## src/rtl/olb_pkg.sv

```systemverilog
package olb_pkg;

  localparam int CAPACITY = 32;
  localparam int DATA_W   = 32;
  localparam int POS_W    = 6;
  localparam int IDX_W    = (CAPACITY > 1) ? $clog2(CAPACITY) : 1;
  localparam int CNT_W    = $clog2(CAPACITY + 1);
  localparam int CMP_W    = (CNT_W > POS_W) ? CNT_W : POS_W;

  localparam logic [1:0] ACT_INS_FRONT = 2'd0;
  localparam logic [1:0] ACT_INS_BACK  = 2'd1;
  localparam logic [1:0] ACT_DELETE    = 2'd2;
  localparam logic [1:0] ACT_DUMP      = 2'd3;

  localparam logic [1:0] ST_DONE   = 2'd0;
  localparam logic [1:0] ST_FULL   = 2'd1;
  localparam logic [1:0] ST_ABSENT = 2'd2;

  typedef enum logic [1:0] {
    OP_NONE,
    OP_FRONT,
    OP_BACK,
    OP_DEL
  } op_t;

  typedef enum logic {
    BK_IDLE,
    BK_DUMP
  } bk_state_t;

  typedef struct packed {
    op_t                      op;
    logic signed [DATA_W-1:0] value;
    logic [IDX_W-1:0]         pos;
    logic [CNT_W-1:0]         new_count;
    logic [1:0]               status;
  } cmd_t;

  typedef struct packed {
    logic valid;
    cmd_t cmd;
  } cmd_wr_t;

endpackage

```

## src/rtl/olb_if.sv

```systemverilog
interface olb_in_if import olb_pkg::*; ();
  logic                     valid;
  logic                     ready;
  logic [1:0]               action;
  logic signed [DATA_W-1:0] value;
  logic [POS_W-1:0]         position;

  modport source(output valid, action, value, position, input ready);
  modport sink(input valid, action, value, position, output ready);
endinterface

interface olb_out_if import olb_pkg::*; ();
  logic                     valid;
  logic                     ready;
  logic signed [DATA_W-1:0] element;
  logic                     is_empty;
  logic                     last;
  logic [1:0]               status;

  modport source(output valid, element, is_empty, last, status, input ready);
  modport sink(input valid, element, is_empty, last, status, output ready);
endinterface

```

## src/rtl/olb_front.sv

```systemverilog
module olb_front import olb_pkg::*; (
  input  logic         clk,
  input  logic         rst_n,
  olb_in_if.sink       in_ch,
  input  logic         q_full,
  output cmd_wr_t      q_wr
);

  logic [CNT_W-1:0] cnt_r, cnt_nxt;
  logic             accept;
  cmd_t             cmd;

  assign in_ch.ready = !q_full;
  assign accept      = in_ch.valid && !q_full;

  // count tracks what the back end will hold once this item is applied
  always_comb begin
    cmd.op        = OP_NONE;
    cmd.value     = in_ch.value;
    cmd.pos       = IDX_W'(in_ch.position);
    cmd.status    = ST_DONE;
    cnt_nxt       = cnt_r;
    case (in_ch.action)
      ACT_INS_FRONT, ACT_INS_BACK: begin
        if (cnt_r == CNT_W'(CAPACITY)) begin
          cmd.status = ST_FULL;
        end else begin
          cmd.op  = (in_ch.action == ACT_INS_FRONT) ? OP_FRONT : OP_BACK;
          cnt_nxt = cnt_r + CNT_W'(1);
        end
      end
      ACT_DELETE: begin
        if (CMP_W'(in_ch.position) >= CMP_W'(cnt_r)) begin
          cmd.status = ST_ABSENT;
        end else begin
          cmd.op  = OP_DEL;
          cnt_nxt = cnt_r - CNT_W'(1);
        end
      end
      default: begin
      end
    endcase
    cmd.new_count = cnt_nxt;
  end

  assign q_wr.valid = accept;
  assign q_wr.cmd   = cmd;

  always_ff @(posedge clk) begin
    if (!rst_n) begin
      cnt_r <= '0;
    end else if (accept) begin
      cnt_r <= cnt_nxt;
    end
  end

endmodule

```

## src/rtl/olb_fifo.sv

```systemverilog
module olb_fifo import olb_pkg::*; (
  input  logic    clk,
  input  logic    rst_n,
  input  cmd_wr_t wr,
  output logic    full,
  input  logic    rd,
  output cmd_t    rd_cmd,
  output logic    empty
);

  cmd_t       slot_r [2];
  logic       wp_r, rp_r;
  logic [1:0] cnt_r;

  assign full   = (cnt_r == 2'd2);
  assign empty  = (cnt_r == 2'd0);
  assign rd_cmd = slot_r[rp_r];

  always_ff @(posedge clk) begin
    if (wr.valid) begin
      slot_r[wp_r] <= wr.cmd;
    end
  end

  always_ff @(posedge clk) begin
    if (!rst_n) begin
      wp_r  <= 1'b0;
      rp_r  <= 1'b0;
      cnt_r <= 2'd0;
    end else begin
      if (wr.valid) wp_r <= !wp_r;
      if (rd) rp_r <= !rp_r;
      cnt_r <= cnt_r + {1'b0, wr.valid} - {1'b0, rd};
    end
  end

  a_no_overflow: assert property (@(posedge clk) disable iff (!rst_n)
    !(wr.valid && full && !rd)) else $error("queue write while full");

  a_cnt_range: assert property (@(posedge clk) disable iff (!rst_n)
    cnt_r <= 2'd2) else $error("queue count out of range");

endmodule

```

## src/rtl/olb_back.sv

```systemverilog
module olb_back import olb_pkg::*; (
  input  logic     clk,
  input  logic     rst_n,
  input  cmd_t     q_cmd,
  input  logic     q_empty,
  output logic     q_rd,
  olb_out_if.source out_ch
);

  bk_state_t                state_r, state_nxt;
  logic signed [DATA_W-1:0] cells_r [CAPACITY];
  logic [CNT_W-1:0]         cnt_r;
  logic [IDX_W-1:0]         idx_r;
  logic [1:0]               status_r;

  logic                     out_valid_r;
  logic signed [DATA_W-1:0] out_element_r;
  logic                     out_is_empty_r;
  logic                     out_last_r;
  logic [1:0]               out_status_r;

  logic emit;
  logic list_empty;
  logic final_elem;

  assign list_empty = (cnt_r == '0);
  assign final_elem = list_empty || ((CNT_W'(idx_r) + CNT_W'(1)) == cnt_r);

  always_comb begin
    state_nxt = state_r;
    q_rd      = 1'b0;
    emit      = 1'b0;
    case (state_r)
      BK_IDLE: begin
        if (!q_empty) begin
          q_rd      = 1'b1;
          state_nxt = BK_DUMP;
        end
      end
      BK_DUMP: begin
        if (!out_valid_r || out_ch.ready) begin
          emit = 1'b1;
          if (final_elem) state_nxt = BK_IDLE;
        end
      end
      default: state_nxt = BK_IDLE;
    endcase
  end

  always_ff @(posedge clk) begin
    if (!rst_n) begin
      state_r <= BK_IDLE;
    end else begin
      state_r <= state_nxt;
    end
  end

  // each cell looks only at its neighbors; all cells apply the op together as the command is read
  for (genvar g = 0; g < CAPACITY; g++) begin : g_cell
    always_ff @(posedge clk) begin
      if (q_rd) begin
        case (q_cmd.op)
          OP_FRONT: begin
            if (g == 0) cells_r[g] <= q_cmd.value;
            else        cells_r[g] <= cells_r[(g > 0) ? g - 1 : 0];
          end
          OP_BACK: begin
            if (IDX_W'(cnt_r) == IDX_W'(g)) cells_r[g] <= q_cmd.value;
          end
          OP_DEL: begin
            if (g < CAPACITY - 1 && IDX_W'(g) >= q_cmd.pos)
              cells_r[g] <= cells_r[(g < CAPACITY - 1) ? g + 1 : g];
          end
          default: begin
          end
        endcase
      end
    end
  end

  always_ff @(posedge clk) begin
    if (!rst_n) begin
      cnt_r <= '0;
    end else if (q_rd) begin
      cnt_r <= q_cmd.new_count;
    end
  end

  always_ff @(posedge clk) begin
    if (q_rd) begin
      status_r <= q_cmd.status;
      idx_r    <= '0;
    end else if (emit) begin
      idx_r <= idx_r + IDX_W'(1);
    end
  end

  always_ff @(posedge clk) begin
    if (!rst_n) begin
      out_valid_r <= 1'b0;
    end else if (emit) begin
      out_valid_r <= 1'b1;
    end else if (out_ch.ready) begin
      out_valid_r <= 1'b0;
    end
  end

  always_ff @(posedge clk) begin
    if (emit) begin
      out_element_r  <= list_empty ? '0 : cells_r[idx_r];
      out_is_empty_r <= list_empty;
      out_last_r     <= final_elem;
      out_status_r   <= status_r;
    end
  end

  assign out_ch.valid    = out_valid_r;
  assign out_ch.element  = out_element_r;
  assign out_ch.is_empty = out_is_empty_r;
  assign out_ch.last     = out_last_r;
  assign out_ch.status   = out_status_r;

  a_cnt_cap: assert property (@(posedge clk) disable iff (!rst_n)
    cnt_r <= CNT_W'(CAPACITY)) else $error("element count above capacity");

  a_empty_last: assert property (@(posedge clk) disable iff (!rst_n)
    out_valid_r && out_is_empty_r |-> out_last_r && out_element_r == '0)
    else $error("empty dump not a single zero item");

  a_pop_idle: assert property (@(posedge clk) disable iff (!rst_n)
    emit && final_elem |=> state_r == BK_IDLE)
    else $error("dump did not end after final item");

endmodule

```

## src/rtl/ordered_list_buffer.sv

```systemverilog
// A request's result items pass through the command queue, the back end's command
//   read and the output register; each dump is paced by the output handshake.
// A 2-entry command queue lets requests be accepted while a dump is running.
// Reset (rst_n low, synchronous): list emptied, queue and output cleared.
module ordered_list_buffer import olb_pkg::*; (
  input  logic      clk,
  input  logic      rst_n,
  olb_in_if.sink    in_ch,
  olb_out_if.source out_ch
);

  cmd_wr_t q_wr;
  logic    q_full;
  logic    q_rd;
  logic    q_empty;
  cmd_t    q_cmd;

  olb_front u_front (
    .clk    (clk),
    .rst_n  (rst_n),
    .in_ch  (in_ch),
    .q_full (q_full),
    .q_wr   (q_wr)
  );

  olb_fifo u_fifo (
    .clk    (clk),
    .rst_n  (rst_n),
    .wr     (q_wr),
    .full   (q_full),
    .rd     (q_rd),
    .rd_cmd (q_cmd),
    .empty  (q_empty)
  );

  olb_back u_back (
    .clk     (clk),
    .rst_n   (rst_n),
    .q_cmd   (q_cmd),
    .q_empty (q_empty),
    .q_rd    (q_rd),
    .out_ch  (out_ch)
  );

endmodule

```

## src/flat_wrapper.sv

```systemverilog
// flat-port wrapper written by rule: the top's interface ports become plain ports
module ordered_list_buffer_flat import olb_pkg::*;
  (clk, rst_n, in_ch_valid, in_ch_action, in_ch_value, in_ch_position, in_ch_ready, out_ch_valid, out_ch_element, out_ch_is_empty, out_ch_last, out_ch_status, out_ch_ready);
  olb_in_if in_ch_i ();
  olb_out_if out_ch_i ();
  input  logic clk;
  input  logic rst_n;
  input wire logic [$bits(in_ch_i.valid)-1:0] in_ch_valid;
  input wire logic [$bits(in_ch_i.action)-1:0] in_ch_action;
  input wire logic [$bits(in_ch_i.value)-1:0] in_ch_value;
  input wire logic [$bits(in_ch_i.position)-1:0] in_ch_position;
  output wire logic [$bits(in_ch_i.ready)-1:0] in_ch_ready;
  output wire logic [$bits(out_ch_i.valid)-1:0] out_ch_valid;
  output wire logic [$bits(out_ch_i.element)-1:0] out_ch_element;
  output wire logic [$bits(out_ch_i.is_empty)-1:0] out_ch_is_empty;
  output wire logic [$bits(out_ch_i.last)-1:0] out_ch_last;
  output wire logic [$bits(out_ch_i.status)-1:0] out_ch_status;
  input wire logic [$bits(out_ch_i.ready)-1:0] out_ch_ready;
  assign in_ch_i.valid = in_ch_valid;
  assign in_ch_i.action = in_ch_action;
  assign in_ch_i.value = in_ch_value;
  assign in_ch_i.position = in_ch_position;
  assign in_ch_ready = in_ch_i.ready;
  assign out_ch_valid = out_ch_i.valid;
  assign out_ch_element = out_ch_i.element;
  assign out_ch_is_empty = out_ch_i.is_empty;
  assign out_ch_last = out_ch_i.last;
  assign out_ch_status = out_ch_i.status;
  assign out_ch_i.ready = out_ch_ready;
  ordered_list_buffer u_core (.clk(clk), .rst_n(rst_n), .in_ch(in_ch_i), .out_ch(out_ch_i));
endmodule
```

## config.mk

```make
export PLATFORM = sky130hd
export DESIGN_NAME = ordered_list_buffer_flat
export DESIGN_NICKNAME = d
export VERILOG_FILES = /design/src/rtl/olb_pkg.sv /design/src/rtl/olb_if.sv /design/src/rtl/olb_front.sv /design/src/rtl/olb_fifo.sv /design/src/rtl/olb_back.sv /design/src/rtl/ordered_list_buffer.sv /design/src/flat_wrapper.sv
export SDC_FILE = /design/constraint.sdc
export NUM_CORES = 2
export LEC_CHECK = 0
export ABC_AREA = 1
export BUFFER_PORTS_ARGS = -buffer_cell sky130_fd_sc_hd__buf_2
export CAP_MARGIN = 0
export CORE_MARGIN = 3
export CORE_UTILIZATION = 35
export DETAILED_ROUTE_END_ITERATION = 8
export SYNTH_ARGS = -nofsm -noshare
export SYNTH_HDL_FRONTEND = slang
export SYNTH_SLANG_ARGS = --single-unit
```

## constraint.sdc

```tcl
create_clock -name clk -period 6.3 [get_ports clk]
set_clock_uncertainty 0.05 [all_clocks]
set_input_delay 0.945 -clock clk [delete_from_list [all_inputs] [get_ports clk]]
set_output_delay 0.945 -clock clk [all_outputs]
set_load 0.01 [all_outputs]
```

; ---- After elaboration in Yosys (flattened, before gate mapping)
; Memory sizes are Yosys's and may differ from the RTL's. A register that Yosys moved wholly into a read port is not among the register bits.
; Cells that the tools add are included.
[totals]
register_bits = 29
ram_bits = 1118
in_bits = 44
elab_cells = 509
n_memories = 2
[op_classes]
n_addsub = 6
order_cmp = 32
eq_ne = 39
n_mux = 341
bitwise_logic = 64
reduce_logical = 13
[memory_table]
columns = name, words, width, read_ports, rd_clocked_by_memory_dff, wr, line
row1 = u_core.u_back.cells_r, 32, 32, 33, 1, 32, olb_back.sv:11  ; logic signed [DATA_W-1:0] cells_r [CAPACITY];
row2 = u_core.u_fifo.slot_r, 2, 47, 1, 1, 1, olb_fifo.sv:11  ; cmd_t slot_r [2];
[op_table]
columns = operator, n
row1 = 32-bit two-way mux, 63
row2 = 1-bit two-way mux, 268
row3 = 5-bit equality test (second input constant), 16
row4 = 5-bit >= comparator (first input constant), 15
row5 = 1-bit OR, 63
row6 = 5-bit by 4-bit equality test with 1-bit output (second input constant), 8
row7 = 4-bit by 5-bit >= comparator with 1-bit output (first input constant), 8
row8 = 5-bit by 3-bit equality test with 1-bit output (second input constant), 4
row9 = 3-bit by 5-bit >= comparator with 1-bit output (first input constant), 4
row10 = 6-bit two-way mux, 2
row11 = 6-bit one-hot mux with 2 select lines, 1
row12 = 5-bit by 2-bit equality test with 1-bit output (second input constant), 2
row13 = 1-bit by 5-bit >= comparator with 1-bit output (first input constant), 2
row14 = 2-bit by 5-bit >= comparator with 1-bit output (first input constant), 2
row15 = 2-bit equality test (second input constant), 4
row16 = 2-bit two-way mux, 4
row17 = 2-bit one-hot mux with 2 select lines, 2
row18 = 5-bit by 1-bit adder with 6-bit output (second input constant), 1
row19 = 6-bit by 1-bit adder with 6-bit output (second input constant), 1
row20 = 6-bit equality test, 1
row21 = 6-bit equality test (second input constant), 1
row22 = 6-bit >= comparator, 1
row23 = 6-bit zero test, 1
row24 = 6-bit by 1-bit subtractor with 6-bit output (second input constant), 1
row25 = 14 further kinds, 20

; ---- Depth between registers and ports, before layout
[logic_depth]
depth_word = 7
depth_mapped = 15
ltp_nobuf = 14

; ---- By module
; Synthesis repeated with hierarchy kept, for this count alone.
[unflattened]
cells_unflattened = 8151
hier_area_um2 = 68932.4
[modules_own_cells]
columns = mod, instances, cells_each, area_each_um2
row1 = olb_back, 1, 7804, 64086.5
row2 = olb_fifo, 1, 179, 3739.8
row3 = olb_front, 1, 168, 1106.1

; ---- Worst setup path after synthesis
; OpenSTA, ideal clock, no wires.
[synth_path]
path_kind = flip-flop to flip-flop
from = register with a tool-made name
to = memory u_core.u_back.cells_r[4][0] (enable)
setup_ps = 466
t_arrival_ps = 3462
setup_slack_ps = 2322
path_stages_with_launch = 10
path_cell_list = dfxtp_1 buf_6 buf_8 nor2_4 nor2_4 nand2_1 inv_2 nand2_4 buf_6 o21ai_0
[synth_rtl]
columns = element, line
row1 = to (decl), olb_back.sv:11

==> impl_metrics.sql <==
INSERT INTO impl_metrics (metric_group, metric, value, unit) VALUES
('critical_path', 'critical-path-top-delay-family', 'simple AND/OR/NAND/NOR gates', ''),
('finish', 'fin_area', '75220', 'um2'),
('power_and_ir_drop', 'switchingPower', '18.63', 'mW'),
('clock_tree', 'clk_pin_slew', '60', 'ps'),
('clock_tree', 'number_of_clock_sinks_seen_by_cts', '1180', ''),
('finish', 'layout_commonest_cell', 'nand2_1', ''),
('synth', 'netlist_area', '68650', 'um2'),
('grt', 'gr-usage-all-layers', '28.28', '%'),
('power_and_ir_drop', 'power_dens_cells', '518.7', 'nW/um2'),
('finish', 'area_growth_syn_to_layout', '9.566', '%'),
('timing', 'final-max-slew-violation-count', '0', ''),
('synth', 'synth_top_family_by_area', 'simple AND/OR/NAND/NOR gates', ''),
('critical_path', 'critical_path.max_fanout', '47', ''),
('timing', 'tightestPinTransition', '1366', 'ps'),
('drt', 'route.detailed.drc', '0', ''),
('timing', 'finalCriticalPeriod', '4504', 'ps'),
('power_and_ir_drop', 'power.static_leakage', '27.82', 'nW'),
('synth', 'yosys_register_bits', '1180', ''),
('synth', 'ys.warnings.count', '0', ''),
('floorplan', 'placementRows', '161', ''),
('finish', 'design.final.nets', '8276', ''),
('floorplan', 'fp.dieArea', '201500', 'um2'),
('synth', 'syn_nets', '8606', ''),
('clock_tree', 'clk_path_buf_depth', '3', ''),
('grt', 'grt_start_max_net_pins', '175', ''),
('synth', 'synth-simple-area-share', '21.44', '%'),
('run_status', 'run_status', 'complete, no violations', ''),
('finish', 'most-common-layout-cells', 'nand2_1 (2265), o21ai_0 (1295), edfxtp_1 (1156)', ''),
('drt', 'antenna_left', '0', ''),
('synth', 'synth_compound_gate_area_share', '19.61', '%'),
('grt', 'grt_pass1_wl', '423800', 'um'),
('clock_tree', 'cts.repair.resized', '0', ''),
('finish', 'final_cells', '10930', ''),
('finish', 'final.fill_count', '19650', ''),
('critical_path', 'crit_slowest_cell', 'nand3_2', ''),
('critical_path', 'worst_setup_path_end_kind', 'flop', ''),
('flow_run', 'timing.max_cap.violations', '0', ''),
('critical_path', 'critical_path.most_common_cell', 'nand2_1', ''),
('placed_design', 'dpl.hpwl', '191300', 'um'),
('timing', 'relSlewSlack', '8.966', '%'),
('timing', 'tns', '0', 'ps'),
('synth', 'postSynthCellCount', '8551', ''),
('clock_tree', 'post_cts_hold_buffer_count', '0', ''),
('timing', 'period_share', '71.49', '%'),
('synth', 'synth_fa_ha_area_share', '0.2005', '%'),
('grt', 'initial_antenna_violation_count', '9', ''),
('clock_tree', 'cts.htree.levels', '4', ''),
('critical_path', 'arrival', '4690', 'ps'),
('floorplan', 'die_w', '448.9', 'um'),
('critical_path', 'timing.critical_path.buf_inv', '4', ''),
('floorplan', 'die_h', '448.9', 'um'),
('grt', 'globalRoute.totalOverflow', '0', ''),
('critical_path', 'timing_worst_setup_path_type', 'reg -> reg', ''),
('finish', 'diodes', '0', ''),
('timing', 'timing.fmax', '222.0', 'MHz'),
('critical_path', 'cp_slowest_stage_delay', '950', 'ps'),
('timing', 'unrepaired_setup_endpoints_after_global_routing', 'no', ''),
('timing', 'timing.final.setup_violations', '0', ''),
('clock_tree', 'cts_setup_buffers', '0', ''),
('synth', 'synth-xor-area-share', '0.1021', '%'),
('placed_design', 'io_buffer_count', '81', ''),
('synth', 'yosys-mux-area-fraction', '0.03280', '%'),
('min_path', 'hold_path_class', 'in -> reg', ''),
('grt', 'first_global_vias', '58220', ''),
('placed_design', 'placed_area', '70980', 'um2'),
('drt', 'initial_drt_markers', '11320', ''),
('power_and_ir_drop', 'power.switching_fraction', '47.74', '%'),
('floorplan', 'start_util', '35.43', '%'),
('finish', 'share_of_layout_cells_above_drive_strength_1', '7.258', '%'),
('placed_design', 'globalplace.congestion', '0.9710', ''),
('placed_design', 'post-place-cells', '10690', '');
-- flip-flops by register name (all words and copies together), names as in the netlist, named ones only --
| signal | cells |
|---|---|
| u_core.u_fifo.wp_r | 1 |
| u_core.u_back.out_ch.status | 2 |
| u_core.u_front.cnt_r | 6 |
| u_core.u_fifo.cnt_r | 2 |
| u_core.u_back.cnt_r | 6 |
| u_core.u_back.state_r | 1 |
| u_core.u_back.out_ch.last | 1 |
| u_core.u_back.cells_r | 1024 |
| u_core.u_back.out_ch.is_empty | 1 |
| u_core.u_fifo.rp_r | 1 |
| u_core.u_back.idx_r | 5 |
| u_core.u_back.out_ch.valid | 1 |
| u_core.u_back.status_r | 2 |
| u_core.u_back.out_ch.element | 32 |
| u_core.u_fifo.slot_r | 94 |
-- logic make-up (layout without fill, tap and decap cells) --
logic type / count (synthesis) / after routing
mux: 2 / 2
compound gates: 2464 / 2464
flops: 1180 / 1180
xor+xnor: 8 / 8
fa+ha+maj: 11 / 11
simple gates: 3681 / 3681
buf+inv: 1205 / 976
-- area by class of cell --
class                   count  area [um2]  area share, %
inverters                 488        1848          2.457
well taps                2608        3263          4.338
flip-flops and latches   1180       35210          46.81
multi-input cells        6166       28930          38.47
repair buffers            247        1727          2.295
clock inverters            62       566.8         0.7535
clock buffers             179        3671          4.880
-- layer usage --
layer / GRT usage, % / share of wire (%)
met1: 38.91 / 38
met2: 39.54 / 40
met3: 8.026 / 14
met4: 16.20 / 6.8
met5: 0 / 0.0077
-- path summary, 6_finish.rpt --
kind                                       start                                       end  slack (ps)  cells past startpoint
max                                         flop   u_core.u_back.cells_r[20][16]$_DFFE_PP_        1800                     11
min                              in_ch_value[29]     u_core.u_fifo.slot_r[1][42]$_DFFE_PP_         280                      1
max reg2reg                                 flop   u_core.u_back.cells_r[20][16]$_DFFE_PP_        1800                     11
min reg2reg  u_core.u_back.status_r[1]$_DFFE_PP_  u_core.u_back.out_ch.status[1]$_DFFE_PP_         390                      0
-- worst reg2reg max path: cells and delay by family, from the launching register on --
kind,cells,cell delay [ps]
and+or+nand+nor,6,1640
AOI/OAI and AO/OA,1,110
buffers and inverters,4,1400
DFF,1,710
-- stage by stage --
| step | setup WS, ps | total power [mW] |
|---|---|---|
| 3_5_place_dp | 1922 | 30.35 |
| 2_1_floorplan | 2322 | 22.34 |
| 4_1_cts | 1910 | 38.25 |
| 6_report | 1796 | 39.02 |
| 3_3_place_gp | 1943 | 30.16 |
| 5_1_grt | 1543 | 40.27 |
-- synth_stat cells --
| library cell | instances | share of area, % |
|---|---|---|
| o22ai_1 | 154 | 1.4 |
| nor2_2 | 11 | 0.10 |
| buf_2 | 249 | 1.8 |
| nor2_8 | 3 | 0.087 |
| mux2_2 | 2 | 0.033 |
| nor2_4 | 16 | 0.26 |
| nand3_1 | 493 | 3.6 |
| buf_4 | 27 | 0.30 |
| xnor2_1 | 2 | 0.026 |
| a21oi_4 | 1 | 0.024 |
| o21ai_4 | 2 | 0.047 |
| a21oi_2 | 1 | 0.013 |
| buf_1 | 55 | 0.30 |
| nor3_1 | 2 | 0.015 |
| buf_8 | 2 | 0.044 |
| ha_1 | 11 | 0.20 |
| o21ai_2 | 27 | 0.34 |
| inv_2 | 26 | 0.14 |
| o21ai_1 | 334 | 2.4 |
| buf_6 | 11 | 0.18 |
| nand2_4 | 1 | 0.016 |
| nand2_1 | 2278 | 12 |
| edfxtp_1 | 1156 | 51 |
| nand4_1 | 16 | 0.15 |
| clkinv_2 | 1 | 0.0073 |
| clkbuf_1 | 368 | 2.0 |
| o21ai_0 | 1300 | 9.5 |
| nand3b_1 | 4 | 0.044 |
| nand2_2 | 9 | 0.082 |
| nor4_1 | 1 | 0.0091 |
| a21oi_1 | 293 | 2.1 |
| a31oi_1 | 67 | 0.61 |
| clkbuf_2 | 5 | 0.036 |
| o211ai_1 | 285 | 3.1 |
| xor2_1 | 6 | 0.077 |
| dfxtp_1 | 24 | 0.70 |
| inv_1 | 457 | 2.5 |
| clkinv_1 | 4 | 0.022 |
| nor2_1 | 847 | 4.6 |
-- power by group through the flow --
stage | clock network, mW | registers, mW | logic [mW]
2_1_floorplan | 0 | 13.2 | 9.15
3_3_place_gp | 0 | 14.1 | 16.0
3_5_place_dp | 0 | 14.2 | 16.2
4_1_cts | 7.99 | 14.0 | 16.2
5_1_grt | 8.30 | 14.3 | 17.7
6_report | 7.97 | 14.2 | 16.9
Power figures use the tool's default switching activity.
